===== config.mk =====
export PLATFORM = sky130hd
export DESIGN_NAME = sipmsc_csr
export DESIGN_NICKNAME = d
export VERILOG_FILES = /design/src/design/sipmsc_pkg.sv /design/src/design/sipmsc_csr.sv
export SDC_FILE = /design/constraint.sdc
export NUM_CORES = 1
export LEC_CHECK = 0
export BUFFER_PORTS_ARGS = -buffer_cell sky130_fd_sc_hd__buf_2
export CORE_UTILIZATION = 38
export DETAILED_ROUTE_END_ITERATION = 7
export PLACE_DENSITY = 0.75
export SLEW_MARGIN = 20
export SYNTH_ARGS = -nofsm -noshare
export SYNTH_HDL_FRONTEND = slang
export SYNTH_SLANG_ARGS = --single-unit

===== constraint.sdc =====
create_clock -name clock -period 1.2 [get_ports clock]
set_input_delay 0.24 -clock clock [delete_from_list [all_inputs] [get_ports clock]]
set_output_delay 0.24 -clock clock [all_outputs]
set_load 0.02 [all_outputs]

===== src/design/sipmsc_pkg.sv =====
// ----------------------------------------------------------------------------
// sipmsc_pkg
// Shared types and codes of the SiPM pixel saturation counter: beat payloads,
// operation modes, register indexes and the control groups between modules.
// ----------------------------------------------------------------------------
package sipmsc_pkg;

   // Operation modes carried in the request beat
   localparam logic [1:0] MODE_HIT   = 2'd0;
   localparam logic [1:0] MODE_CLEAR = 2'd1;
   localparam logic [1:0] MODE_READ  = 2'd2;

   // Register indexes, byte address is 4 times the index
   localparam logic [2:0] REG_TIME_RESOLVED = 3'd0;
   localparam logic [2:0] REG_TIME_BINS     = 3'd1;
   localparam logic [2:0] REG_RECOVERY_BINS = 3'd2;
   localparam logic [2:0] REG_PIXELS_X      = 3'd3;
   localparam logic [2:0] REG_PIXELS_Y      = 3'd4;

   localparam int CSR_AW = 5;
   localparam int CSR_DW = 32;
   localparam int SUM_W  = 32;

   typedef struct packed {
      logic [1:0]  mode;
      logic [3:0]  pm_index;
      logic [3:0]  time_bin;
      logic [3:0]  pixel_x;
      logic [3:0]  pixel_y;
      logic [15:0] hit_weight;
   } req_payload_type;

   typedef struct packed {
      logic [4:0]       newly_lit;
      logic [SUM_W-1:0] pm_total;
      logic [SUM_W-1:0] bin_total;
   } rsp_payload_type;

   // Register values after range clamping
   typedef struct packed {
      logic       time_resolved;
      logic [4:0] nbins;
      logic [4:0] span_max;
      logic [4:0] ncols;
      logic [4:0] nrows;
   } cfg_type;

   // Read and write strobes toward the state memories
   typedef struct packed {
      logic rd_en;
      logic lit_we;
      logic bin_we;
      logic det_we;
   } store_ctl_type;

endpackage


===== src/design/sipmsc_csr.sv =====
// ----------------------------------------------------------------------------
// sipmsc_csr
// Configuration registers behind an APB-style port, with range clamping of
// the geometry and timing values handed to the sequencer.
// ----------------------------------------------------------------------------
module sipmsc_csr
   import sipmsc_pkg::*;
#(
   parameter int MAX_TIME_BINS = 16,
   parameter int MAX_PIXELS_X  = 16,
   parameter int MAX_PIXELS_Y  = 16
) (
   input  logic              clock,
   input  logic              reset,
   input  logic              csr_psel,
   input  logic              csr_penable,
   input  logic              csr_pwrite,
   input  logic [CSR_AW-1:0] csr_paddr,
   input  logic [CSR_DW-1:0] csr_pwdata,
   output logic [CSR_DW-1:0] csr_prdata,
   output logic              csr_pready,
   output cfg_type           cfg
);

   logic       time_resolved_ff;
   logic [4:0] time_bins_ff;
   logic [4:0] recovery_bins_ff;
   logic [4:0] pixels_x_ff;
   logic [4:0] pixels_y_ff;
   logic       wr_en;
   logic [2:0] reg_idx;

   assign csr_pready = 1'b1;
   assign wr_en      = csr_psel && csr_penable && csr_pwrite;
   assign reg_idx    = csr_paddr[4:2];

   // Write the addressed register in the access cycle
   always_ff @(posedge clock) begin
      if (reset) begin
         time_resolved_ff <= 1'b0;
         time_bins_ff     <= 5'd1;
         recovery_bins_ff <= 5'd1;
         pixels_x_ff      <= 5'd16;
         pixels_y_ff      <= 5'd16;
      end else if (wr_en) begin
         unique case (reg_idx)
            REG_TIME_RESOLVED: time_resolved_ff <= csr_pwdata[0];
            REG_TIME_BINS:     time_bins_ff     <= csr_pwdata[4:0];
            REG_RECOVERY_BINS: recovery_bins_ff <= csr_pwdata[4:0];
            REG_PIXELS_X:      pixels_x_ff      <= csr_pwdata[4:0];
            REG_PIXELS_Y:      pixels_y_ff      <= csr_pwdata[4:0];
            default: ;
         endcase
      end
   end

   // Return the raw register value
   always_comb begin
      csr_prdata = '0;
      unique case (reg_idx)
         REG_TIME_RESOLVED: csr_prdata = CSR_DW'(time_resolved_ff);
         REG_TIME_BINS:     csr_prdata = CSR_DW'(time_bins_ff);
         REG_RECOVERY_BINS: csr_prdata = CSR_DW'(recovery_bins_ff);
         REG_PIXELS_X:      csr_prdata = CSR_DW'(pixels_x_ff);
         REG_PIXELS_Y:      csr_prdata = CSR_DW'(pixels_y_ff);
         default:           csr_prdata = '0;
      endcase
   end

   // Clamp bins and pixels to 1..max; zero recovery counts as one bin
   always_comb begin
      cfg.time_resolved = time_resolved_ff;
      if (time_bins_ff == 5'd0)
         cfg.nbins = 5'd1;
      else if (32'(time_bins_ff) > MAX_TIME_BINS)
         cfg.nbins = 5'(MAX_TIME_BINS);
      else
         cfg.nbins = time_bins_ff;
      cfg.span_max = (recovery_bins_ff == 5'd0) ? 5'd1 : recovery_bins_ff;
      if (pixels_x_ff == 5'd0)
         cfg.ncols = 5'd1;
      else if (32'(pixels_x_ff) > MAX_PIXELS_X)
         cfg.ncols = 5'(MAX_PIXELS_X);
      else
         cfg.ncols = pixels_x_ff;
      if (pixels_y_ff == 5'd0)
         cfg.nrows = 5'd1;
      else if (32'(pixels_y_ff) > MAX_PIXELS_Y)
         cfg.nrows = 5'(MAX_PIXELS_Y);
      else
         cfg.nrows = pixels_y_ff;
   end

endmodule


### Word-level counts from Yosys, hierarchy flattened

Index checks and enable logic that the tools add are counted.

* input bits: 42
* logic and storage cells: 32
* output and inout port bits: 54
* bits in registers: 21

* $lt $le $gt $ge: 3
* equal/unequal tests: 4
* mux-type cells: 8
* reduce and logical (&&, ||, !) cells: 12

Operators by type and width (number)
* 5-bit 2-to-1 mux: 7
* 5-bit case mux with 5 select lines: 1
* 5-bit logical NOT: 4
* 5-bit greater-than comparator (second input constant): 3
* 2-bit AND reduction: 5
* 3-bit by 2-bit == test with 1-bit output (second input constant): 2
* 3-bit by 1-bit == test with 1-bit output (second input constant): 1
* 3-bit == test (second input constant): 1
* 3-bit logical NOT: 1
* 1-bit logical AND: 2

### Logic depth before layout (Yosys ltp)

* depth after elaboration: 3
* depth in mapped cells: 5
* gate-level depth less buffers: 3

### Least setup slack after synthesis

No wires, ideal clock.

* path type: input-to-output
* start: input csr_paddr[3]
* end: output csr_prdata[1]
* buffers on the path: 2
* path slack: -0.391 ns
* cell stages on the path: 5
* required time: 0.960 ns
* arrival: 1.351 ns
* cell sequence: clkbuf_2 -> buf_4 -> nor2b_1 -> a22oi_1 -> o21ai_0

* word-level cells in the longest chain between the ends: 2
* elaborated cells between the ends (all ways): 6

RTL lines
* start: declaration: line sipmsc_csr.sv:18 `input logic [CSR_AW-1:0] csr_paddr,`
* 3-bit == test (tied with other cells): line sipmsc_csr.sv:60 `unique case (reg_idx)`
* 5-bit case mux with 5 select lines *: line sipmsc_csr.sv:60
* end: declaration: line sipmsc_csr.sv:20 `output logic [CSR_DW-1:0] csr_prdata,`

Mark *: on every way between the ends. The rest lies on a longest branch, timed or not.

### Worst setup path in the final report

* start: register time_bins_ff[3]
* end: output csr_prdata[3]

* word-level cells in the longest chain between the ends: 1

RTL lines
* start: declaration: line sipmsc_csr.sv:26 `logic [4:0] time_bins_ff;`
* start signal: assignment: line sipmsc_csr.sv:48 `REG_TIME_BINS: time_bins_ff <= csr_pwdata[4:0];`
* 5-bit case mux with 5 select lines: line sipmsc_csr.sv:60

Every way passes these cells.

==> impl_results.md <==
* Status: complete, but fails checks
* Failing checks: setup timing
* Setup Viol. Count Final at 18
* Global-route usage over all layers at 17.2%
* WL per Instance at 12.5 um
* Hold path start: csr_pwdata[0]
* Io pins at 96
* Comb pwr share at 19.5%
* Final worst-path setup slack at -267 ps
* Clock buffer depth at 2
* N_diodes at 0
* PwrDens at 710 nW/um^2
* Post-CTS Hold Buffers at 0
* Nets@finish at 271
* Type of the most critical hold path: input port to flop
* Worst Hold End: time_bins_ff[0]
* FFs w/ async S/R, synth at 0%
* Clock sinks at 21
* Net Sw Frac at 29.7%
* CORE AREA at 3660 sq um
* Tcrit/Tclk final at 122%
* IO Port Bufs at 38
* CTS clk-pin slew, worst paths at 80 ps
* Synthesized area per cell at 8.54 sq um
* Drt first pass iters at 4
* Type of element capturing the critical path: output port
* Vias in the first global route at 1171
* Gpl congestion at 0.824
* Kind of critical path: flop to output port
* RSZ-0062 raised after global routing: true
* Endpoint of the worst register-to-register path: time_bins_ff[1]
* Final instance area at 2070 sq um
* FP Rows at 22
* DIE AREA at 4070 sq um
* Seq pwr share at 47.8%
* Mapped Area at 1450 sq um
* Share of cells above drive strength 1 at 51.8%
* Worst skew pair latency at 260 ps
* Maximum vdd ir drop at 0.377 mV
* Syn Inst Count at 170
* CP startpoint kind: flop
* CTS tree: yes
* Post-synth EDFFs at 0
* Post-synth top flop: dfxtp_1
* Initial Util at 39.6%
* Req. time, crit path at 960 ps
* Finished Core Util at 56.7%
* Initial antenna violation count at 0
* Vias per Instance at 4.49
* Net Sw Power at 437 uW
* R2R setup slack at 300 ps
* Total grt overflow at 0
* Crit-path max FO at 2
* Iteration-0 DRC Markers at 24
* First-pass GRT wire length at 5270 um
* DRC at 0
* R2R Path Start: time_bins_ff[1]
* Distinct cells, synth at 26
* H-tree Lvls at 1
* Largest net degree at the start of global routing at 21
* Pre-CTS setup slack at -221 ps
* Die Y at 63.8 um
* Sequential area share after synthesis at 29.0%
* Max Cap Violations at 0
* CTS buffer count at 3
* Fin. max-slew vios at 0
* Clk_skew at 0 ps
* HPWL Detailed at 2520 um
* Clock root buffer: clkbuf_8
* Synth Register Bits at 21
* Area Growth Syn to Fin at 42.9%
* Vias at 1240
* Die width at 63.8 um
* Min Tclk post-route at 1470 ps
* Leakage at 0.00101 uW
* Internal power at 1040 uW
* Yosys warning count at 0
* Clock network fraction of total power at 32.7%
* R2R cell count at 5
* Final WL at 3460 um
* Hold depth at 3
* Fin. Hold Viols at 0
* Peak Freq at 682 MHz
* Worst EP arrival at 1230 ps
* DP Area at 1740 sq um
* Final ANT Viol Nets at 0
sequential cells by signal, indices dropped and copies added (netlist names):
register / flops
time_resolved_ff: 1
time_bins_ff: 5
pixels_y_ff: 5
recovery_bins_ff: 5
pixels_x_ff: 5
metal layers:
layer / vias up / GRT usage, % / share of wire, %
met4: 0 / 7.39 / 1.6
li1: 616 / - / -
met3: 7 / 3.21 / 4.2
met2: 40 / 31.8 / 53
met1: 577 / 19.0 / 41
met5: - / 0 / 0
cells by family (layout without fill, tap and decap cells):
group           Yosys count  in the layout  share of synthesized area, %
simple gates             64             64                          26.5
buf+inv                  44             76                          19.7
mux                      27             27                          19.0
flops                    21             21                          29.0
compound gates           12             12                          5.35
other cells               2             28                         0.517
synthesized netlist by cell type, drive strengths merged, types with 4 or more instances:
master | number | share of area [%]
nand2b | 23 | 9.9
mux2 | 4 | 3.1
dfxtp | 21 | 29
clkbuf | 12 | 3.2
a22oi | 4 | 2.1
mux2i | 23 | 16
nor2 | 13 | 3.4
buf | 31 | 16
nor3 | 4 | 1.4
nand2 | 6 | 1.6
nor2b | 10 | 4.3
o21ai | 5 | 1.7
cell usage in the layout, fill, tap and decap left out, drive strengths merged:
cell type / instances
buf: 71
conb: 28
mux2i: 23
nand2b: 23
dfxtp: 21
nor2: 13
nor2b: 10
nand2: 6
o21ai: 5
mux2: 4
a22oi: 4
nor3: 4
clkbuf: 3
nand3b: 2
nor3b: 2
inv: 1
o41ai: 1
o22ai: 1
o21a: 1
nand4: 1
and4b: 1
and3b: 1
or3b: 1
clkinv: 1
how the worst max path moves through the flow:
| stage | cells after the start | startpoint | slack [ps] | end |
|---|---|---|---|---|
| floorplan | 4 | csr_paddr[4] | -30 | csr_prdata[0] |
| global placement | 5 | csr_paddr[3] | -230 | csr_prdata[1] |
| detailed placement | 5 | csr_paddr[3] | -220 | csr_prdata[1] |
| CTS | 4 | time_bins_ff[2] | -290 | csr_prdata[2] |
| global route | 4 | time_bins_ff[2] | -300 | csr_prdata[2] |
| finish | 4 | time_bins_ff[3] | -270 | csr_prdata[3] |
metrics by stage:
step	hold slack [ps]	total power, uW	setup TNS, ps	instances
final	271	1470	-2410	276
after global placement	481	980	-2160	263
after global routing	300	1530	-3160	276
after CTS	267	1490	-2600	273
after floorplan	411	984	-120	196
after detailed placement	491	983	-2430	263
layout make-up:
type / count / area (sq um)
Fill cell: 349 / 1590
Multi-Input combinational cell: 131 / 971
Timing Repair Buffer: 71 / 549
Sequential cell: 21 / 444
Tap cell: 48 / 60.1
Clock buffer: 3 / 41.3
Clock inverter: 1 / 5.00
Inverter: 1 / 3.75
power groups by stage:
stage,registers [uW],clock network (uW),logic [uW]
after floorplan,722,0,262
after global placement,722,0,258
after detailed placement,722,0,261
after CTS,704,506,281
after global routing,704,519,307
final,704,482,287
worst max-delay path, cell delays in order, from the launching register on:
cell and delay [ps]:
dfxtp_2 330, mux2_4 270, a22oi_2 140, o21ai_2 90, buf_6 130
what timing repair did:
item / CTS / global route
resized for setup: 57 / 13
pin swaps: 8 / 9
buffers inserted: 6 / 4
endpoints found under the setup margin: 18 / 19
Power figures use the tool's default switching activity.
