File: src/design/sipmsc_pkg.sv
// ----------------------------------------------------------------------------
// sipmsc_pkg
// Shared types and codes of the SiPM pixel saturation counter: beat payloads,
// operation modes, register indexes and the control groups between modules.
// ----------------------------------------------------------------------------
package sipmsc_pkg;

   // Operation modes carried in the request beat
   localparam logic [1:0] MODE_HIT   = 2'd0;
   localparam logic [1:0] MODE_CLEAR = 2'd1;
   localparam logic [1:0] MODE_READ  = 2'd2;

   // Register indexes, byte address is 4 times the index
   localparam logic [2:0] REG_TIME_RESOLVED = 3'd0;
   localparam logic [2:0] REG_TIME_BINS     = 3'd1;
   localparam logic [2:0] REG_RECOVERY_BINS = 3'd2;
   localparam logic [2:0] REG_PIXELS_X      = 3'd3;
   localparam logic [2:0] REG_PIXELS_Y      = 3'd4;

   localparam int CSR_AW = 5;
   localparam int CSR_DW = 32;
   localparam int SUM_W  = 32;

   typedef struct packed {
      logic [1:0]  mode;
      logic [3:0]  pm_index;
      logic [3:0]  time_bin;
      logic [3:0]  pixel_x;
      logic [3:0]  pixel_y;
      logic [15:0] hit_weight;
   } req_payload_type;

   typedef struct packed {
      logic [4:0]       newly_lit;
      logic [SUM_W-1:0] pm_total;
      logic [SUM_W-1:0] bin_total;
   } rsp_payload_type;

   // Register values after range clamping
   typedef struct packed {
      logic       time_resolved;
      logic [4:0] nbins;
      logic [4:0] span_max;
      logic [4:0] ncols;
      logic [4:0] nrows;
   } cfg_type;

   // Read and write strobes toward the state memories
   typedef struct packed {
      logic rd_en;
      logic lit_we;
      logic bin_we;
      logic det_we;
   } store_ctl_type;

endpackage

File: src/design/sipmsc_ctrl.sv
// ----------------------------------------------------------------------------
// sipmsc_ctrl
// Sequencer: clearing sweep, item decode, one bin per cycle read-modify-write
// of the lit map and bin sums, running detector sum and result capture.
// ----------------------------------------------------------------------------
module sipmsc_ctrl
   import sipmsc_pkg::*;
#(
   parameter int NUM_DETECTORS = 16,
   parameter int MAX_TIME_BINS = 16,
   parameter int MAX_PIXELS_X  = 16,
   parameter int MAX_PIXELS_Y  = 16,
   localparam int LIT_DEPTH = NUM_DETECTORS * MAX_TIME_BINS * MAX_PIXELS_Y,
   localparam int BIN_DEPTH = NUM_DETECTORS * MAX_TIME_BINS,
   localparam int LIT_AW = (LIT_DEPTH > 1) ? $clog2(LIT_DEPTH) : 1,
   localparam int BIN_AW = (BIN_DEPTH > 1) ? $clog2(BIN_DEPTH) : 1,
   localparam int DET_AW = (NUM_DETECTORS > 1) ? $clog2(NUM_DETECTORS) : 1
) (
   input  logic                    clock,
   input  logic                    reset,
   input  logic                    req_valid,
   output logic                    req_stall,
   input  req_payload_type         req_payload,
   input  cfg_type                 cfg,
   output store_ctl_type           ctl,
   output logic [LIT_AW-1:0]       lit_rd_addr,
   output logic [LIT_AW-1:0]       lit_wr_addr,
   output logic [MAX_PIXELS_X-1:0] lit_wr_data,
   input  logic [MAX_PIXELS_X-1:0] lit_rd_data,
   output logic [BIN_AW-1:0]       bin_rd_addr,
   output logic [BIN_AW-1:0]       bin_wr_addr,
   output logic [SUM_W-1:0]        bin_wr_data,
   input  logic [SUM_W-1:0]        bin_rd_data,
   output logic [DET_AW-1:0]       det_rd_addr,
   output logic [DET_AW-1:0]       det_wr_addr,
   output logic [SUM_W-1:0]        det_wr_data,
   input  logic [SUM_W-1:0]        det_rd_data,
   output logic                    res_valid,
   input  logic                    res_take,
   output rsp_payload_type         res_data
);

   localparam int LIT_STRIDE = MAX_TIME_BINS * MAX_PIXELS_Y;
   localparam int COL_W = (MAX_PIXELS_X > 1) ? $clog2(MAX_PIXELS_X) : 1;

   localparam logic [2:0] ST_CLEAR = 3'd0;
   localparam logic [2:0] ST_IDLE  = 3'd1;
   localparam logic [2:0] ST_SETUP = 3'd2;
   localparam logic [2:0] ST_LOOP  = 3'd3;
   localparam logic [2:0] ST_DONE  = 3'd4;

   logic [2:0]        state_ff, state_in;
   logic [LIT_AW-1:0] clr_cnt_ff, clr_cnt_in;
   logic              clr_cmd_ff, clr_cmd_in;
   logic [3:0]        pm_ff, pm_in;
   logic [15:0]       w_ff, w_in;
   logic [3:0]        t0_ff, t0_in;
   logic [3:0]        col_ff, col_in;
   logic [3:0]        row_ff, row_in;
   logic              wr_allow_ff, wr_allow_in;
   logic              bin_upd_ff, bin_upd_in;
   logic              bin_ok_ff, bin_ok_in;
   logic [4:0]        span_ff, span_in;
   logic [4:0]        k_ff, k_in;
   logic [LIT_AW-1:0] lit_addr_ff, lit_addr_in;
   logic [BIN_AW-1:0] bin_addr_ff, bin_addr_in;
   logic              wb_vld_ff, wb_first_ff, wb_last_ff;
   logic [LIT_AW-1:0] wb_lit_addr_ff;
   logic [BIN_AW-1:0] wb_bin_addr_ff;
   logic [SUM_W-1:0]  run_ff;
   logic [4:0]        res_newly_ff, res_newly_in;
   logic [SUM_W-1:0]  res_pm_ff, res_pm_in;
   logic [SUM_W-1:0]  res_bin_ff, res_bin_in;

   logic              accept;
   logic              pm_ok;
   logic              tb_ok;
   logic              is_hit;
   logic [4:0]        tb_room;
   logic [4:0]        col_cl;
   logic [4:0]        row_cl;
   logic              issue_ok;
   logic              clr_last;
   logic [COL_W-1:0]  col_idx;
   logic [MAX_PIXELS_X-1:0] col_bit;
   logic              fire;
   logic [SUM_W-1:0]  running;
   logic [SUM_W:0]    run_add;
   logic [SUM_W-1:0]  new_run;
   logic [SUM_W:0]    bin_add;
   logic [SUM_W-1:0]  bin_new;

   assign req_stall = (state_ff != ST_IDLE);
   assign accept    = req_valid && !req_stall;
   assign res_valid = (state_ff == ST_DONE);
   assign issue_ok  = (state_ff == ST_LOOP) && (k_ff < span_ff);
   assign clr_last  = (clr_cnt_ff == LIT_AW'(LIT_DEPTH - 1));

   // Decode the request beat
   assign pm_ok   = 32'(req_payload.pm_index) < NUM_DETECTORS;
   assign tb_ok   = cfg.time_resolved && ({1'b0, req_payload.time_bin} < cfg.nbins);
   assign is_hit  = (req_payload.mode == MODE_HIT);
   assign tb_room = cfg.nbins - {1'b0, req_payload.time_bin};
   assign col_cl  = ({1'b0, req_payload.pixel_x} >= cfg.ncols) ?
                    cfg.ncols - 5'd1 : {1'b0, req_payload.pixel_x};
   assign row_cl  = ({1'b0, req_payload.pixel_y} >= cfg.nrows) ?
                    cfg.nrows - 5'd1 : {1'b0, req_payload.pixel_y};

   // Modify stage: test the pixel, saturate the sums
   assign col_idx = COL_W'(col_ff);
   assign col_bit = MAX_PIXELS_X'(1) << col_idx;
   assign fire    = wr_allow_ff && !lit_rd_data[col_idx];
   assign running = wb_first_ff ? det_rd_data : run_ff;
   assign run_add = {1'b0, running} + (SUM_W + 1)'(w_ff);
   assign new_run = !fire ? running : (run_add[SUM_W] ? '1 : run_add[SUM_W-1:0]);
   assign bin_add = {1'b0, bin_rd_data} + (SUM_W + 1)'(w_ff);
   assign bin_new = !(fire && bin_upd_ff) ? bin_rd_data :
                    (bin_add[SUM_W] ? '1 : bin_add[SUM_W-1:0]);

   // Memory ports: sweep zeros while clearing, else issue and write back
   always_comb begin
      ctl.rd_en   = issue_ok;
      lit_rd_addr = lit_addr_ff;
      bin_rd_addr = bin_addr_ff;
      det_rd_addr = DET_AW'(pm_ff);
      if (state_ff == ST_CLEAR) begin
         ctl.lit_we  = 1'b1;
         ctl.bin_we  = {1'b0, clr_cnt_ff} < (LIT_AW + 1)'(BIN_DEPTH);
         ctl.det_we  = {1'b0, clr_cnt_ff} < (LIT_AW + 1)'(NUM_DETECTORS);
         lit_wr_addr = clr_cnt_ff;
         bin_wr_addr = clr_cnt_ff[BIN_AW-1:0];
         det_wr_addr = clr_cnt_ff[DET_AW-1:0];
         lit_wr_data = '0;
         bin_wr_data = '0;
         det_wr_data = '0;
      end else begin
         ctl.lit_we  = wb_vld_ff && fire;
         ctl.bin_we  = wb_vld_ff && fire && bin_upd_ff;
         ctl.det_we  = wb_vld_ff && wb_last_ff && wr_allow_ff;
         lit_wr_addr = wb_lit_addr_ff;
         bin_wr_addr = wb_bin_addr_ff;
         det_wr_addr = DET_AW'(pm_ff);
         lit_wr_data = lit_rd_data | col_bit;
         bin_wr_data = bin_new;
         det_wr_data = new_run;
      end
   end

   // Next state of the sequencer
   always_comb begin
      state_in     = state_ff;
      clr_cnt_in   = clr_cnt_ff;
      clr_cmd_in   = clr_cmd_ff;
      pm_in        = pm_ff;
      w_in         = w_ff;
      t0_in        = t0_ff;
      col_in       = col_ff;
      row_in       = row_ff;
      wr_allow_in  = wr_allow_ff;
      bin_upd_in   = bin_upd_ff;
      bin_ok_in    = bin_ok_ff;
      span_in      = span_ff;
      k_in         = k_ff;
      lit_addr_in  = lit_addr_ff;
      bin_addr_in  = bin_addr_ff;
      res_newly_in = res_newly_ff;
      res_pm_in    = res_pm_ff;
      res_bin_in   = res_bin_ff;
      unique case (state_ff)
         ST_CLEAR: begin
            clr_cnt_in = clr_cnt_ff + LIT_AW'(1);
            if (clr_last) begin
               state_in = clr_cmd_ff ? ST_DONE : ST_IDLE;
            end
         end
         ST_IDLE: begin
            if (accept) begin
               res_newly_in = '0;
               res_pm_in    = '0;
               res_bin_in   = '0;
               pm_in        = req_payload.pm_index;
               w_in         = req_payload.hit_weight;
               t0_in        = tb_ok ? req_payload.time_bin : 4'd0;
               col_in       = col_cl[3:0];
               row_in       = row_cl[3:0];
               wr_allow_in  = is_hit && (!cfg.time_resolved || tb_ok);
               bin_upd_in   = cfg.time_resolved;
               bin_ok_in    = tb_ok;
               span_in      = 5'd1;
               if (is_hit && tb_ok) begin
                  span_in = (cfg.span_max > tb_room) ? tb_room : cfg.span_max;
               end
               priority if (req_payload.mode == MODE_CLEAR) begin
                  state_in   = ST_CLEAR;
                  clr_cmd_in = 1'b1;
                  clr_cnt_in = '0;
               end else if ((is_hit || req_payload.mode == MODE_READ) && pm_ok) begin
                  state_in = ST_SETUP;
               end else begin
                  state_in = ST_DONE;
               end
            end
         end
         ST_SETUP: begin
            k_in        = '0;
            bin_addr_in = BIN_AW'(32'(pm_ff) * MAX_TIME_BINS + 32'(t0_ff));
            lit_addr_in = LIT_AW'(32'(pm_ff) * LIT_STRIDE +
                                  32'(t0_ff) * MAX_PIXELS_Y + 32'(row_ff));
            state_in    = ST_LOOP;
         end
         ST_LOOP: begin
            // Advance one bin per cycle
            if (issue_ok) begin
               k_in        = k_ff + 5'd1;
               lit_addr_in = lit_addr_ff + LIT_AW'(MAX_PIXELS_Y);
               bin_addr_in = bin_addr_ff + BIN_AW'(1);
            end
            if (wb_vld_ff) begin
               if (fire) res_newly_in = res_newly_ff + 5'd1;
               if (wb_first_ff) res_bin_in = bin_ok_ff ? bin_new : '0;
               if (wb_last_ff) begin
                  res_pm_in = new_run;
                  state_in  = ST_DONE;
               end
            end
         end
         ST_DONE: begin
            clr_cmd_in = 1'b0;
            if (res_take) state_in = ST_IDLE;
         end
         default: state_in = ST_CLEAR;
      endcase
   end

   // Control registers
   always_ff @(posedge clock) begin
      if (reset) begin
         state_ff   <= ST_CLEAR;
         clr_cnt_ff <= '0;
         clr_cmd_ff <= 1'b0;
         wb_vld_ff  <= 1'b0;
      end else begin
         state_ff   <= state_in;
         clr_cnt_ff <= clr_cnt_in;
         clr_cmd_ff <= clr_cmd_in;
         wb_vld_ff  <= issue_ok;
      end
   end

   // Item fields, addresses and results
   always_ff @(posedge clock) begin
      pm_ff          <= pm_in;
      w_ff           <= w_in;
      t0_ff          <= t0_in;
      col_ff         <= col_in;
      row_ff         <= row_in;
      wr_allow_ff    <= wr_allow_in;
      bin_upd_ff     <= bin_upd_in;
      bin_ok_ff      <= bin_ok_in;
      span_ff        <= span_in;
      k_ff           <= k_in;
      lit_addr_ff    <= lit_addr_in;
      bin_addr_ff    <= bin_addr_in;
      wb_first_ff    <= issue_ok && (k_ff == 5'd0);
      wb_last_ff     <= issue_ok && (k_ff == span_ff - 5'd1);
      wb_lit_addr_ff <= lit_addr_ff;
      wb_bin_addr_ff <= bin_addr_ff;
      res_newly_ff   <= res_newly_in;
      res_pm_ff      <= res_pm_in;
      res_bin_ff     <= res_bin_in;
      if (wb_vld_ff) run_ff <= new_run;
   end

   assign res_data.newly_lit = res_newly_ff;
   assign res_data.pm_total  = res_pm_ff;
   assign res_data.bin_total = res_bin_ff;

   // Write-back only follows an issue of the bin loop
   a_wb_after_issue: assert property (@(posedge clock) disable iff (reset)
      wb_vld_ff |-> $past(state_ff) == ST_LOOP)
      else $error("write-back without a preceding issue");

   // Overlapping issue and write-back never touch the same lit word
   a_no_overlap: assert property (@(posedge clock) disable iff (reset)
      issue_ok && wb_vld_ff |-> lit_addr_ff != wb_lit_addr_ff)
      else $error("read and write-back hit the same lit word");

   // Bin sums change only in timed mode or during the sweep
   a_bin_timed: assert property (@(posedge clock) disable iff (reset)
      ctl.bin_we && state_ff != ST_CLEAR |-> bin_upd_ff)
      else $error("bin sum written in untimed mode");

   // A hit never lights more bins than its span
   a_newly_bound: assert property (@(posedge clock) disable iff (reset)
      state_ff == ST_LOOP && wb_vld_ff && wb_last_ff |=> res_newly_ff <= span_ff)
      else $error("newly lit count exceeds span");

endmodule

File: config.mk
export PLATFORM = sky130hd
export DESIGN_NAME = sipmsc_ctrl
export DESIGN_NICKNAME = d
export VERILOG_FILES = /design/src/design/sipmsc_pkg.sv /design/src/design/sipmsc_ctrl.sv
export SDC_FILE = /design/constraint.sdc
export NUM_CORES = 1
export LEC_CHECK = 0
export ABC_AREA = 0
export BUFFER_PORTS_ARGS = -buffer_cell sky130_fd_sc_hd__buf_2
export CAP_MARGIN = 5
export CORE_ASPECT_RATIO = 0.8
export CORE_MARGIN = 2
export CORE_UTILIZATION = 50
export CTS_CLUSTER_DIAMETER = 100
export DETAILED_ROUTE_END_ITERATION = 8
export PLACE_DENSITY = 0.77
export SYNTH_ARGS = -nofsm -noshare
export SYNTH_HDL_FRONTEND = slang
export SYNTH_SLANG_ARGS = --single-unit
File: constraint.sdc
create_clock -name clock -period 11.4 [get_ports clock]
set_input_delay 1.71 -clock clock [delete_from_list [all_inputs] [get_ports clock]]
set_output_delay 1.71 -clock clock [all_outputs]
set_load 0.1 [all_outputs]
Word-level counts from Yosys, hierarchy flattened
Index checks and enable logic that the tools add are counted.

word-level totals
  input bits = 139
  RAM bits = 0
  memories = 0
  flip-flop bits (word level) = 205
  ROM bits = 0
  word-level logic and storage cells = 149
  output and inout port bits = 203
  bits in latches = 0

operators by class
  shifts and indexed selects = 1
  add/sub/neg operators = 14
  mux-type cells = 50
  eq/ne operators = 18
  order comparisons = 8
  multiply operators = 0
  bitwise gates (word level) = 1
  reductions and logical operators = 33
  divide/modulo/power cells = 0

operator list
  operator                                             number
  two-way mux 32 bit                                   13
  one-hot mux 32 bit (2 select lines)                  2
  adder 32 x 16 -> 33 bit                              2
  two-way mux 12 bit                                   4
  one-hot mux 12 bit (2 select lines)                  2
  two-way mux 3 bit                                    9
  two-way mux 5 bit                                    5
  one-hot mux 5 bit (2 select lines)                   2
  two-way mux 16 bit                                   1
  two-way mux 8 bit                                    2
  inequality test 2 bit, second input constant         8
  OR 16 bit                                            1
  one-hot mux 8 bit (2 select lines)                   1
  left shift 1 x 4 -> 16 bit, first input constant     1
  one-hot mux 3 bit (5 select lines)                   1
  logical AND 1 bit                                    13
  adder 12 x 1 -> 12 bit, second input constant        1
  adder 12 x 4 -> 12 bit                               1
  adder 12 x 5 -> 12 bit, second input constant        1
  adder 12 x 8 -> 12 bit                               1
  == test 12 bit, second input constant                1
  < comparator 12 x 5 -> 1 bit, second input constant  1
  < comparator 12 x 9 -> 1 bit, second input constant  1
  two-way mux 4 bit                                    3
  other kinds (32)                                     48

Depth between registers and ports, before layout
Gate-level depths: netlist of run 1.

  depth after elaboration = 10
  depth in mapped cells = 16
  gate-level depth less buffers = 13

Worst setup path before layout of run 1
No wires, ideal clock.

  path type = input port to output port
  start point = in det_rd_data[12]
  end point = out det_wr_data[23]
  data arrival time = 5899 ps
  setup slack = 3791 ps
  stages on the path = 8
  required time = 9690 ps
  path buffers = 0
  cell sequence = mux2i_1 -> inv_1 -> ha_1 -> a21o_1 -> o21bai_1 -> a221oi_1 -> a21oi_1 -> o31ai_1

on the way
  longest elaborated chain between the ends = 5

ends and longest elaborated chain
  item                             line                source
  start: declaration               sipmsc_ctrl.sv:37   input logic [SUM_W-1:0] det_rd_data,
  two-way mux 32 bit               sipmsc_ctrl.sv:113  assign running = wb_first_ff ? det_rd_data : run_ff;
  adder 32 x 16 -> 33 bit          sipmsc_ctrl.sv:114  assign run_add = {1'b0, running} + (SUM_W + 1)'(w_ff);
  two-way mux 32 bit (2 in a row)  sipmsc_ctrl.sv:115  assign new_run = !fire ? running : (run_add[SUM_W] ? '1 : run_add[SUM_W-1:0]);
  two-way mux 32 bit               sipmsc_ctrl.sv:126  if (state_ff == ST_CLEAR) begin
  end: declaration                 sipmsc_ctrl.sv:36   output logic [SUM_W-1:0] det_wr_data,

Every way passes these cells.

Worst setup path in the final report of run 1
  start point = in det_rd_data[4]
  end point = out det_wr_data[9]

The elaborated chain is that of the path after synthesis.

==> results of run 1 <==
[report_power, final]
group	internal, mW	switching, mW	total, mW
Clock	0.413	0.306	0.718
Combinational	0.205	1.08	1.29
Sequential	0.868	0.0335	0.901
Total	1.49	1.42	2.91
[worst register-to-register path: cells and delay by family (launching register included)]
kind / cells / cell delay, ns
compound gates: 4 / 1.74
fa+ha+maj: 1 / 0.35
buf+inv: 2 / 0.60
flops: 1 / 0.31
mux: 1 / 0.35
simple gates: 3 / 0.77
[logic make-up after synthesis]
kind of cell / count (synthesis) / share of synthesized area
and+or+nand+nor: 513 / 0.193
AOI/OAI and AO/OA: 267 / 0.139
DFF: 205 / 0.463
buffers and inverters: 127 / 0.0399
xor gates and xnor gates: 70 / 0.0492
adders and majority gates: 66 / 0.0681
muxes: 52 / 0.0485
[metal layers]
metal / track usage / up-vias
met3: 0.0422 / 69
met2: 0.412 / 579
met4: 0.0847 / 2
met1: 0.357 / 5241
li1: - / 5345
met5: 0 / -
[path summary, 6_finish.rpt]
kind / to / start
min: wb_lit_addr_ff[1] / lit_rd_addr[1]
max reg2reg: res_pm_ff[0] / wb_first_ff
max: det_wr_data[9] / det_rd_data[4]
min reg2reg: wb_lit_addr_ff[1] / lit_rd_addr[1]
[layout make-up]
type | count | area, µm² | share of cell area
Inverter | 77 | 289 | 0.0190
Sequential cell | 205 | 5770 | 0.380
Tap cell | 318 | 398 | 0.0262
Timing Repair Buffer | 349 | 1770 | 0.116
Clock buffer | 32 | 672 | 0.0443
Clock inverter | 9 | 53.8 | 0.00354
Multi-Input combinational cell | 968 | 6220 | 0.410
Antenna cell | 4 | 10.0 | 0.000659
[cell usage in the layout (no fill, tap or decap), drive strengths merged, types with 10 or more instances in the layout]
master / count
a211oi: 20
a21o: 25
a21oi: 101
a31oi: 12
and2: 21
and3: 14
buf: 349
clkbuf: 32
dfxtp: 39
edfxtp: 166
ha: 63
inv: 78
mux2: 14
mux2i: 33
nand2: 125
nand3: 41
nor2: 176
nor2b: 17
nor3: 59
o21a: 10
o21ai: 29
o22ai: 14
xnor2: 39
xor2: 31
[through the flow]
stage	util	hold WS, ns	setup WS (ns)	power, mW	cells
2_1_floorplan	-	0.462	3.79	1.98	1300
6_report	0.621	0.415	4.32	2.91	1962
3_3_place_gp	0.591	0.403	4.48	2.19	1917
5_1_grt	0.621	0.413	4.01	3.00	1962
4_1_cts	0.621	0.407	4.36	2.92	1958
3_5_place_dp	0.591	0.376	4.39	2.20	1917
[registers in the layout (all words and copies together) (netlist names), 3 cells and up]
name,flops
bin_rd_addr,8
clr_cnt_ff,12
col_ff,4
det_rd_addr,4
k_ff,5
lit_rd_addr,12
res_bin_ff,32
res_newly_ff,5
res_pm_ff,32
row_ff,4
run_ff,32
span_ff,5
state_ff,3
t0_ff,4
w_ff,16
wb_bin_addr_ff,8
wb_lit_addr_ff,12
==> run_results.csv, run 1 <==
group,metric,value,unit
detailed_routing,routed.top_layer,"met5",
flow_run,max_cap_viol_count,0,
min_path,hold_path_class,"flop to flop",
timing,layout_worst_path_cycle_share,0.621,
detailed_routing,wl_per_cell,18.1,µm
run_status,status,"finished, final reports clean",
timing,tns,0,ns
clock_network,cts_made_buffers,23,
clock_network,ctsHoldBuffers,0,
clock_network,htreeDepth,1,
timing,slew_headroom,0.214,
grt,grt_max_degree,54,
logic_synthesis,synth_edf_count,166,
floorplan,rows,51,
clock_network,cts_tree,"built",
detailed_routing,drt-met1-wl,15000,µm
logic_synthesis,synth_cells,1300,
clock_network,clk_latency,0.52,ns
timing,final_max_slew_viol_count,0,
grt,antenna_found_initial,6,
logic_synthesis,synthArstFlopShare,0,
timing,finalHoldViolCount,0,
worst_setup_path,r2r_slack,7.12,ns
clock_network,cts_buffer_depth,3,
detailed_routing,wl_met3,3070,µm
timing,rsz0062_at_grt,"false",
logic_synthesis,synth_nets,1505,
clock_network,cts_resized,0,
placed_design,placed_area,0.0144,mm²
pwr,ir_worst_vdd,0.397,mV
timing,worst_pin_slew,1.18,ns
min_path,hold_depth,0,
worst_setup_path,path_cells,"buf_2, mux2i_1, inv_1, ha_1, o21ai_0, o21ai_0, nand3_1, and2_1, o21ai_1, nor2_1, nor3_1, buf_2",
worst_setup_path,cpPeakStageDelay,0.89,ns
logic_synthesis,yosysTopAreaCellShare,0.400,
detailed_routing,via_per_inst,5.73,
logic_synthesis,yosys_most_used_dff,"edfxtp_1",
pwr,powerDensity,191,mW/mm²
pwr,p_leak,6.60,nW
clock_network,path_clk_slew,0.06,ns
timing,setup_viol,0,
floorplan,die_height,145,µm
grt,grt_pass1_wl,54900,µm
logic_synthesis,synth_common_cells,"175 x nor2_1, 166 x edfxtp_1, 124 x nand2_1, 100 x a21oi_1, 77 x inv_1",
logic_synthesis,synth.distinct_cells,77,
layout,drive_gt1_frac,0.261,
worst_setup_path,endpoint_kind,"output port",
timing,finalCriticalPeriod,7.08,ns
worst_setup_path,cp_top_family,"compound AO/OA/AOI/OAI gates",
layout,fin_nets,1829,
layout,fin_area,0.0152,mm²
floorplan,die-area,0.0262,mm²
worst_setup_path,critical_path.max_fanout,15,
clock_network,post_cts_buffers,0,
placed_design,gp_congestion,0.922,
timing,fmax,141,MHz
worst_setup_path,start_kind,"input port",
grt,grt_pass1_vias,10400,
layout,syn_to_final_growth,21.8,%
detailed_routing,wl,35500,µm
placed_design,dp.final_hpwl,26400,µm
detailed_routing,drt_iter0_drc,1046,
logic_synthesis,synth_top_cell_by_area,"edfxtp_1",
timing,fin_skew,0.0157,ns
floorplan,die_w,180,µm
clock_network,clkSinkCount,205,
floorplan,io_pins,342,
logic_synthesis,synth_seq_cells,205,
worst_setup_path,crit_required,9.69,ns
clock_network,cts_root_buffer,"clkbuf_16",
grt,grt_overflow,0,
logic_synthesis,yosysMostFrequentCell,"nor2_1",
logic_synthesis,seq_area_frac_synth,0.463,
layout,fillerInstances,2052,
grt,grtUsageTotal,0.257,
worst_setup_path,path_class,"input port to output port",
detailed_routing,route.met2.wl,16300,µm
detailed_routing,drc,0,
logic_synthesis,syn-cell-area,0.0125,mm²
floorplan,core,0.0244,mm²
worst_setup_path,crit_buf_inv,3,
worst_setup_path,worst_r2r_path_depth,11,
worst_setup_path,crit_cells,12,
detailed_routing,drtPass1Iterations,5,
placed_design,io_buffers,341,
worst_setup_path,cp_slowest_cell,"o21ai_1",
logic_synthesis,ys_warn_count,0,
logic_synthesis,ys_top_cells_by_area,"edfxtp_1 40%, ha_1 6.3%, dfxtp_1 6.3%",
floorplan,start_util,0.510,
worst_setup_path,crit_arrival,5.37,ns
detailed_routing,vias,11200,
logic_synthesis,avgSynthCellArea,9.58,µm²
detailed_routing,drt.antenna.violating_nets,0,
No activity file was read; power rests on OpenSTA's default activity.
==> inputs of run 2 (changes only) <==
Clock period 11.4 ns to 7 ns, I/O delays scaled along.
==> run 2 against run 1 <==
  * First-iteration DRC count is 25% lower
  * Global-route usage is 0.49 points higher
  * Largest cell class unchanged
  * Count of clock-buffer cells in the layout is 4 lower
  * Register-to-register slack worse by 4.4 ns
  * Via count is 0.42% lower
  * Total power is 64% higher
  * Cell area hardly changed
  * Highest routed layer is now met4
  * Critical path type is now flop to output port
  * Sequential share of layout area hardly changed
  * Clock power is 66% higher
==> run_results.csv, run 2 (synthesized netlist as in run 1, its figures left out) <==
group,metric,value,unit
grt,grt_pass1_wl,56000,µm
clock_network,clkSinkCount,205,
detailed_routing,drt_iter0_drc,783,
worst_setup_path,path_class,"flop to output port",
grt,grt_overflow,0,
layout,multi_input_area,0.00622,mm²
worst_setup_path,path_cells,"mux2i_1, inv_1, ha_1, fa_1, a211oi_1, o21ai_0, nand3_1, a2111o_1, and4_4, nor3_1, buf_2",
run_status,status,"finished, final reports clean",
detailed_routing,wl_per_cell,18.3,µm
timing,setup_ws,1.05,ns
detailed_routing,drc,0,
timing,finalCriticalPeriod,5.95,ns
pwr,pwr-share-comb,0.441,
min_path,holdPathEnd,"wb_lit_addr_ff[0]",
grt,antenna_found_initial,4,
floorplan,core,0.0244,mm²
timing,fin_skew,0.0130,ns
timing,worst_pin_slew,1.24,ns
layout,layout_commonest_cell,"buf_2",
detailed_routing,routed.top_layer,"met4",
timing,hold_ws,0.428,ns
detailed_routing,drtPass1Iterations,5,
clock_network,cts_tree,"built",
detailed_routing,wl,35900,µm
layout,final_cell_mix,"341 x buf_2, 175 x nor2_1, 166 x edfxtp_1, 123 x nand2_1, 99 x a21oi_1",
layout,fin_nets,1830,
worst_setup_path,worst_r2r_path_depth,11,
worst_setup_path,critical_path.max_fanout,31,
placed_design,io_buffers,341,
clock_network,cts_buffer_depth,3,
floorplan,start_util,0.510,
layout,syn_to_final_growth,21.9,%
timing,layout_worst_path_cycle_share,0.850,
pwr,clockPowerShare,0.251,
timing,fmax,168,MHz
timing,tns,0,ns
layout,drive_gt1_frac,0.264,
pwr,sw_frac_of_total,0.486,
pwr,p_int,2.44,mW
grt,grt_pass1_vias,10500,
pwr,p_leak,6.61,nW
floorplan,rows,51,
detailed_routing,vias,11200,
worst_setup_path,crit_required,5.95,ns
timing,rsz0062_at_grt,"false",
placed_design,placed_area,0.0145,mm²
pwr,p_sw,2.31,mW
pwr,power_frac_seq,0.309,
worst_setup_path,r2r-start,"wb_first_ff",
timing,finalHoldViolCount,0,
grt,grtUsageTotal,0.262,
worst_setup_path,crit_arrival,4.90,ns
detailed_routing,route.met2.wl,16500,µm
grt,grt_max_degree,62,
layout,area.sequential,0.00577,mm²
layout,fillerInstances,2050,
detailed_routing,drt.antenna.violating_nets,0,
timing,final_max_slew_viol_count,0,
floorplan,io_pins,342,
worst_setup_path,r2r_slack,2.68,ns
detailed_routing,via_per_inst,5.71,
clock_network,cts_root_buffer,"clkbuf_16",
clock_network,cts_made_buffers,23,
clock_network,cts_resized,0,
clock_network,ctsHoldBuffers,0,
min_path,hp-start,"lit_rd_addr[0]",
flow_run,max_cap_viol_count,0,
worst_setup_path,worstReg2RegEnd,"res_pm_ff[21]",
layout,top_regs,"res_bin_ff x32, res_pm_ff x32, run_ff x32",
worst_setup_path,cp_slowest_cell,"dfxtp_2",
pwr,powerDensity,313,mW/mm²
floorplan,die-area,0.0262,mm²
clock_network,path_clk_slew,0.06,ns
clock_network,post_cts_buffers,0,
placed_design,gp_congestion,0.947,
min_path,hold_depth,0,
floorplan,die_height,145,µm
detailed_routing,drt-met1-wl,15600,µm
placed_design,dp.final_hpwl,26900,µm
pwr,ir_worst_vdd,0.475,mV
timing,setup_viol,0,
clock_network,clk_latency,0.52,ns
worst_setup_path,endpoint_kind,"output port",
worst_setup_path,cpPeakStageDelay,0.93,ns
clock_network,htreeDepth,1,
timing,slew_headroom,0.169,
detailed_routing,wl_met3,2690,µm
worst_setup_path,start_kind,"flop",
placed_design,place_ws,1.47,ns
layout,fin_area,0.0152,mm²
min_path,hold_path_class,"flop to flop",
worst_setup_path,crit_path_start,"wb_first_ff",
floorplan,die_w,180,µm
## run 2: cell types whose count changed in the layout (fill, tap and decap cells not counted), sizes merged
cell and delta:
inv +2, clkinvlp +1, diode -1, bufinv +2, clkbuf -4, buf +1
clkinv -2
## run 2: layer usage
metal | up-vias | global-route usage
met5 | - | 0
met4 | 0 | 0.0875
met3 | 68 | 0.0442
met2 | 546 | 0.419
met1 | 5241 | 0.363
li1 | 5334 | -
## run 2: through the flow
step                power (mW)   util  instances
floorplan                 3.22      -       1300
global placement          3.57  0.591       1918
detailed placement        3.58  0.591       1918
CTS                       4.77  0.621       1958
global route              4.91  0.622       1961
finish                    4.76  0.622       1961
## run 2: power by group through the flow
stage / clock [mW] / sequential (mW) / combinational (mW)
3_3_place_gp: 0 / 1.49 / 2.08
2_1_floorplan: 0 / 1.80 / 1.42
6_report: 1.19 / 1.47 / 2.10
5_1_grt: 1.25 / 1.48 / 2.18
3_5_place_dp: 0 / 1.49 / 2.09
4_1_cts: 1.21 / 1.47 / 2.10
## run 2: worst max-delay path by stage
stage / end / slack [ns] / depth (start not counted)
3_3_place_gp: bin_wr_data[15] / 1.53 / 8
5_1_grt: det_wr_data[31] / 0.76 / 11
6_report: det_wr_data[31] / 1.05 / 11
2_1_floorplan: det_wr_data[23] / 0.12 / 12
4_1_cts: det_wr_data[31] / 1.11 / 11
3_5_place_dp: bin_wr_data[14] / 1.47 / 8
## run 2: area by class of cell
type,count,share of cell area
Inverter,77,0.0190
Tap cell,318,0.0262
Antenna cell,3,0.000494
Clock inverter,12,0.00766
Multi-Input combinational cell,968,0.410
Timing Repair Buffer,350,0.117
Sequential cell,205,0.380
Clock buffer,28,0.0404
## run 2: worst max-delay path, delay by kind of cell, from the launching register on
family / cells / cell delay, ns
multiplexers: 1 / 0.21
adder cells (fa/ha/maj): 2 / 0.44
buffers and inverters: 2 / 0.57
flip-flops: 1 / 0.93
AO/OA/AOI/OAI: 3 / 1.37
AND/OR/NAND/NOR: 3 / 0.82
==> inputs of run 3 (changes only) <==
Settings changed: ABC_AREA 0 to 1, PLACE_DENSITY 0.77 to 0.79.
Clock period 7 ns to 5.3 ns, I/O delays scaled along.
==> run 3 against run 2 <==
  * First-iteration DRC count rose by 51%
  * Sequential cell count did not move
  * Combinational power rose by 5%
  * Global-route usage rose by 4.1 points
  * Via count rose by 23%
  * Setup slack got worse by 0.60 ns
  * Largest cell class unchanged
  * Cell count rose by 32%
==> run_results.csv, run 3 <==
group,metric,value,unit
timing,worst_pin_slew,1.21,ns
worst_setup_path,cpPeakStageDelay,0.55,ns
detailed_routing,wl,45100,µm
layout,fin_nets,2412,
flow_run,max_cap_viol_count,0,
logic_synthesis,seq_area_frac_synth,0.417,
timing,layout_worst_path_cycle_share,0.914,
floorplan,core,0.0272,mm²
grt,grtUsageTotal,0.303,
clock_network,cts_tree,"built",
clock_network,clk_latency,0.53,ns
detailed_routing,drt_iter0_drc,1184,
logic_synthesis,yosys_most_used_dff,"edfxtp_1",
logic_synthesis,synth_top_family_by_area,"simple AND/OR/NAND/NOR gates",
logic_synthesis,synth_cells,1879,
run_status,status,"finished, final reports clean",
placed_design,io_buffers,341,
floorplan,die_w,190,µm
logic_synthesis,synthArstFlopShare,0,
logic_synthesis,synth.distinct_cells,47,
grt,antenna_found_initial,6,
detailed_routing,drtPass1Iterations,6,
pwr,clockPowerShare,0.287,
layout,drive_gt1_frac,0.205,
logic_synthesis,synth_nets,2084,
timing,rsz0062_at_grt,"false",
pwr,p_int,3.19,mW
floorplan,die-area,0.0290,mm²
logic_synthesis,synth_mux_area_frac,0,
logic_synthesis,synth_top_cell_by_area,"edfxtp_1",
layout,syn_to_final_growth,22.1,%
worst_setup_path,r2r-start,"wb_first_ff",
logic_synthesis,synthAdderAreaFrac,0.0613,
worst_setup_path,worst_r2r_path_depth,14,
timing,fmax,206,MHz
layout,layout_commonest_cell,"nand2_1",
pwr,p_leak,8.54,nW
clock_network,ctsHoldBuffers,0,
detailed_routing,vias,13800,
worst_setup_path,critPathMostFrequentCell,"nor2_1",
floorplan,rows,54,
timing,fin_skew,0.0159,ns
layout,final_cell_mix,"646 x nand2_1, 322 x buf_2, 256 x inv_1, 166 x edfxtp_1, 155 x a21oi_1",
worst_setup_path,crit_arrival,4.05,ns
floorplan,die_height,153,µm
worst_setup_path,critical_path.max_fanout,32,
logic_synthesis,avgSynthCellArea,7.36,µm²
worst_setup_path,endpoint_kind,"output port",
worst_setup_path,path_class,"flop to output port",
worst_setup_path,crit_end,"det_wr_data[3]",
worst_setup_path,start_kind,"flop",
timing,slew_headroom,0.194,
worst_setup_path,path_cells,"inv_4, or2_2, o21ai_0, inv_1, ha_1, nand2_1, nor2_1, inv_1, nor2_1, nor2_1, nand2_2, nand2_1, nand2_1, o22ai_2, nor2_1, buf_12",
clock_network,cts_resized,0,
clock_network,clkSinkCount,205,
pwr,ir_worst_vdd,0.382,mV
timing,finalHoldViolCount,0,
timing,setup_viol,0,
worst_setup_path,crit_required,4.51,ns
timing,final_max_slew_viol_count,0,
timing,tns,0,ns
layout,top_regs,"res_bin_ff x32, res_pm_ff x32, run_ff x32",
grt,grt_pass1_vias,12700,
logic_synthesis,ys_top_cells_by_area,"edfxtp_1 36%, nand2_1 18%, inv_1 7.0%",
clock_network,cts_buffer_depth,3,
pwr,pwr-share-comb,0.386,
pwr,power_frac_seq,0.327,
grt,grt_overflow,0,
logic_synthesis,ys_warn_count,0,
clock_network,cts_root_buffer,"clkbuf_16",
detailed_routing,drt.antenna.violating_nets,0,
logic_synthesis,synth_edf_count,166,
grt,grt_max_degree,60,
floorplan,io_pins,342,
min_path,hold_path_class,"flop to flop",
logic_synthesis,synthSimpleGateAreaFrac,0.300,
worst_setup_path,cp_slowest_cell,"nand2_1",
timing,finalCriticalPeriod,4.84,ns
placed_design,gp_congestion,1.03,
worst_setup_path,worstReg2RegEnd,"run_ff[13]",
logic_synthesis,synth_common_cells,"646 x nand2_1, 257 x inv_1, 166 x edfxtp_1, 157 x nor2_1, 156 x a21oi_1",
logic_synthesis,yosysTopAreaCellShare,0.360,
placed_design,dp.final_hpwl,34800,µm
grt,grt_pass1_wl,69100,µm
worst_setup_path,crit_path_start,"wb_first_ff",
logic_synthesis,synthXorXnorAreaFrac,0.0298,
clock_network,htreeDepth,1,
detailed_routing,drc,0,
pwr,p_sw,2.54,mW
placed_design,place_ws,0.747,ns
pwr,powerDensity,339,mW/mm²
logic_synthesis,synth_seq_cells,205,
floorplan,start_util,0.508,
worst_setup_path,r2r_slack,1.77,ns
pwr,sw_frac_of_total,0.444,
logic_synthesis,yosysMostFrequentCell,"nand2_1",
logic_synthesis,synth_compound_area_frac,0.0991,
logic_synthesis,syn-cell-area,0.0138,mm²
clock_network,cts_made_buffers,23,
detailed_routing,wl_per_cell,17.4,µm
detailed_routing,via_per_inst,5.32,
clock_network,post_cts_buffers,0,
clock_network,path_clk_slew,0.06,ns
timing,setup_ws,0.456,ns
## run 3: cell types whose count changed after synthesis, sizes merged, moves of 22 or more
| cell | delta |
|---|---|
| a21oi | +56 |
| nand2 | +534 |
| a21o | -24 |
| nor3 | -38 |
| o21ai | +22 |
| nand3 | +76 |
| mux2i | -33 |
| inv | +188 |
## run 3: area by class of cell
type / instances / area [µm²]
well taps: 364 / 455
flip-flops and latches: 205 / 5770
clock buffers: 30 / 642
clock inverters: 12 / 126
multi-input cells: 1359 / 6820
diodes: 4 / 10.0
inverters: 266 / 1000
fillers: 2473 / 10300
repair buffers: 352 / 2070
## run 3: worst max-delay path: cells and delay by family (launching register included)
family,cells,cell delay [ns]
compound gates,2,0.37
fa+ha+maj,1,0.35
buf+inv,4,0.54
flops,1,0.38
simple gates,9,1.87
## run 3: worst min path at each step
stage / start / cells past startpoint / slack [ns] / endpoint
after detailed placement: lit_rd_addr[0] / 0 / 0.35 / wb_lit_addr_ff[0]
after CTS: lit_rd_addr[0] / 0 / 0.36 / wb_lit_addr_ff[0]
after global placement: lit_rd_addr[1] / 0 / 0.35 / wb_lit_addr_ff[1]
after floorplan: clr_cmd_ff / 2 / 0.45 / clr_cmd_ff
final: lit_rd_addr[0] / 0 / 0.36 / wb_lit_addr_ff[0]
after global routing: lit_rd_addr[0] / 0 / 0.37 / wb_lit_addr_ff[0]
## run 3: logic make-up (layout without fill, tap and decap cells)
family,Yosys count,count (layout)
simple gates,1001,1001
buf+inv,315,660
compound gates,245,245
flops,205,205
fa+ha+maj,66,66
xor+xnor,47,47
other cells,0,4
## run 3: power by group through the flow
stage	clock network, mW	logic (mW)	registers [mW]
3_5_place_dp	0	2.20	1.91
5_1_grt	1.72	2.32	1.88
3_3_place_gp	0	2.19	1.90
4_1_cts	1.66	2.21	1.87
2_1_floorplan	0	1.37	2.26
6_report	1.64	2.21	1.87
## run 3: through the flow
stage	utilization	hold WS (ns)	cells	cell area, µm²	power (mW)
after global routing	0.620	0.368	2591	16900	5.92
after CTS	0.620	0.362	2588	16900	5.74
final	0.620	0.360	2592	16900	5.73
after detailed placement	0.592	0.353	2546	16100	4.11
after global placement	0.592	0.348	2546	16100	4.09
after floorplan	-	0.453	1879	13800	3.63
## run 3: per-layer routing
layer | GRT usage | part of all wire | vias to the layer above
met1 | 0.423 | 0.44 | 6346
met2 | 0.474 | 0.44 | 606
met5 | 0 | 0.00055 | -
met4 | 0.0768 | 0.026 | 4
met3 | 0.0714 | 0.097 | 78
li1 | - | - | 6743
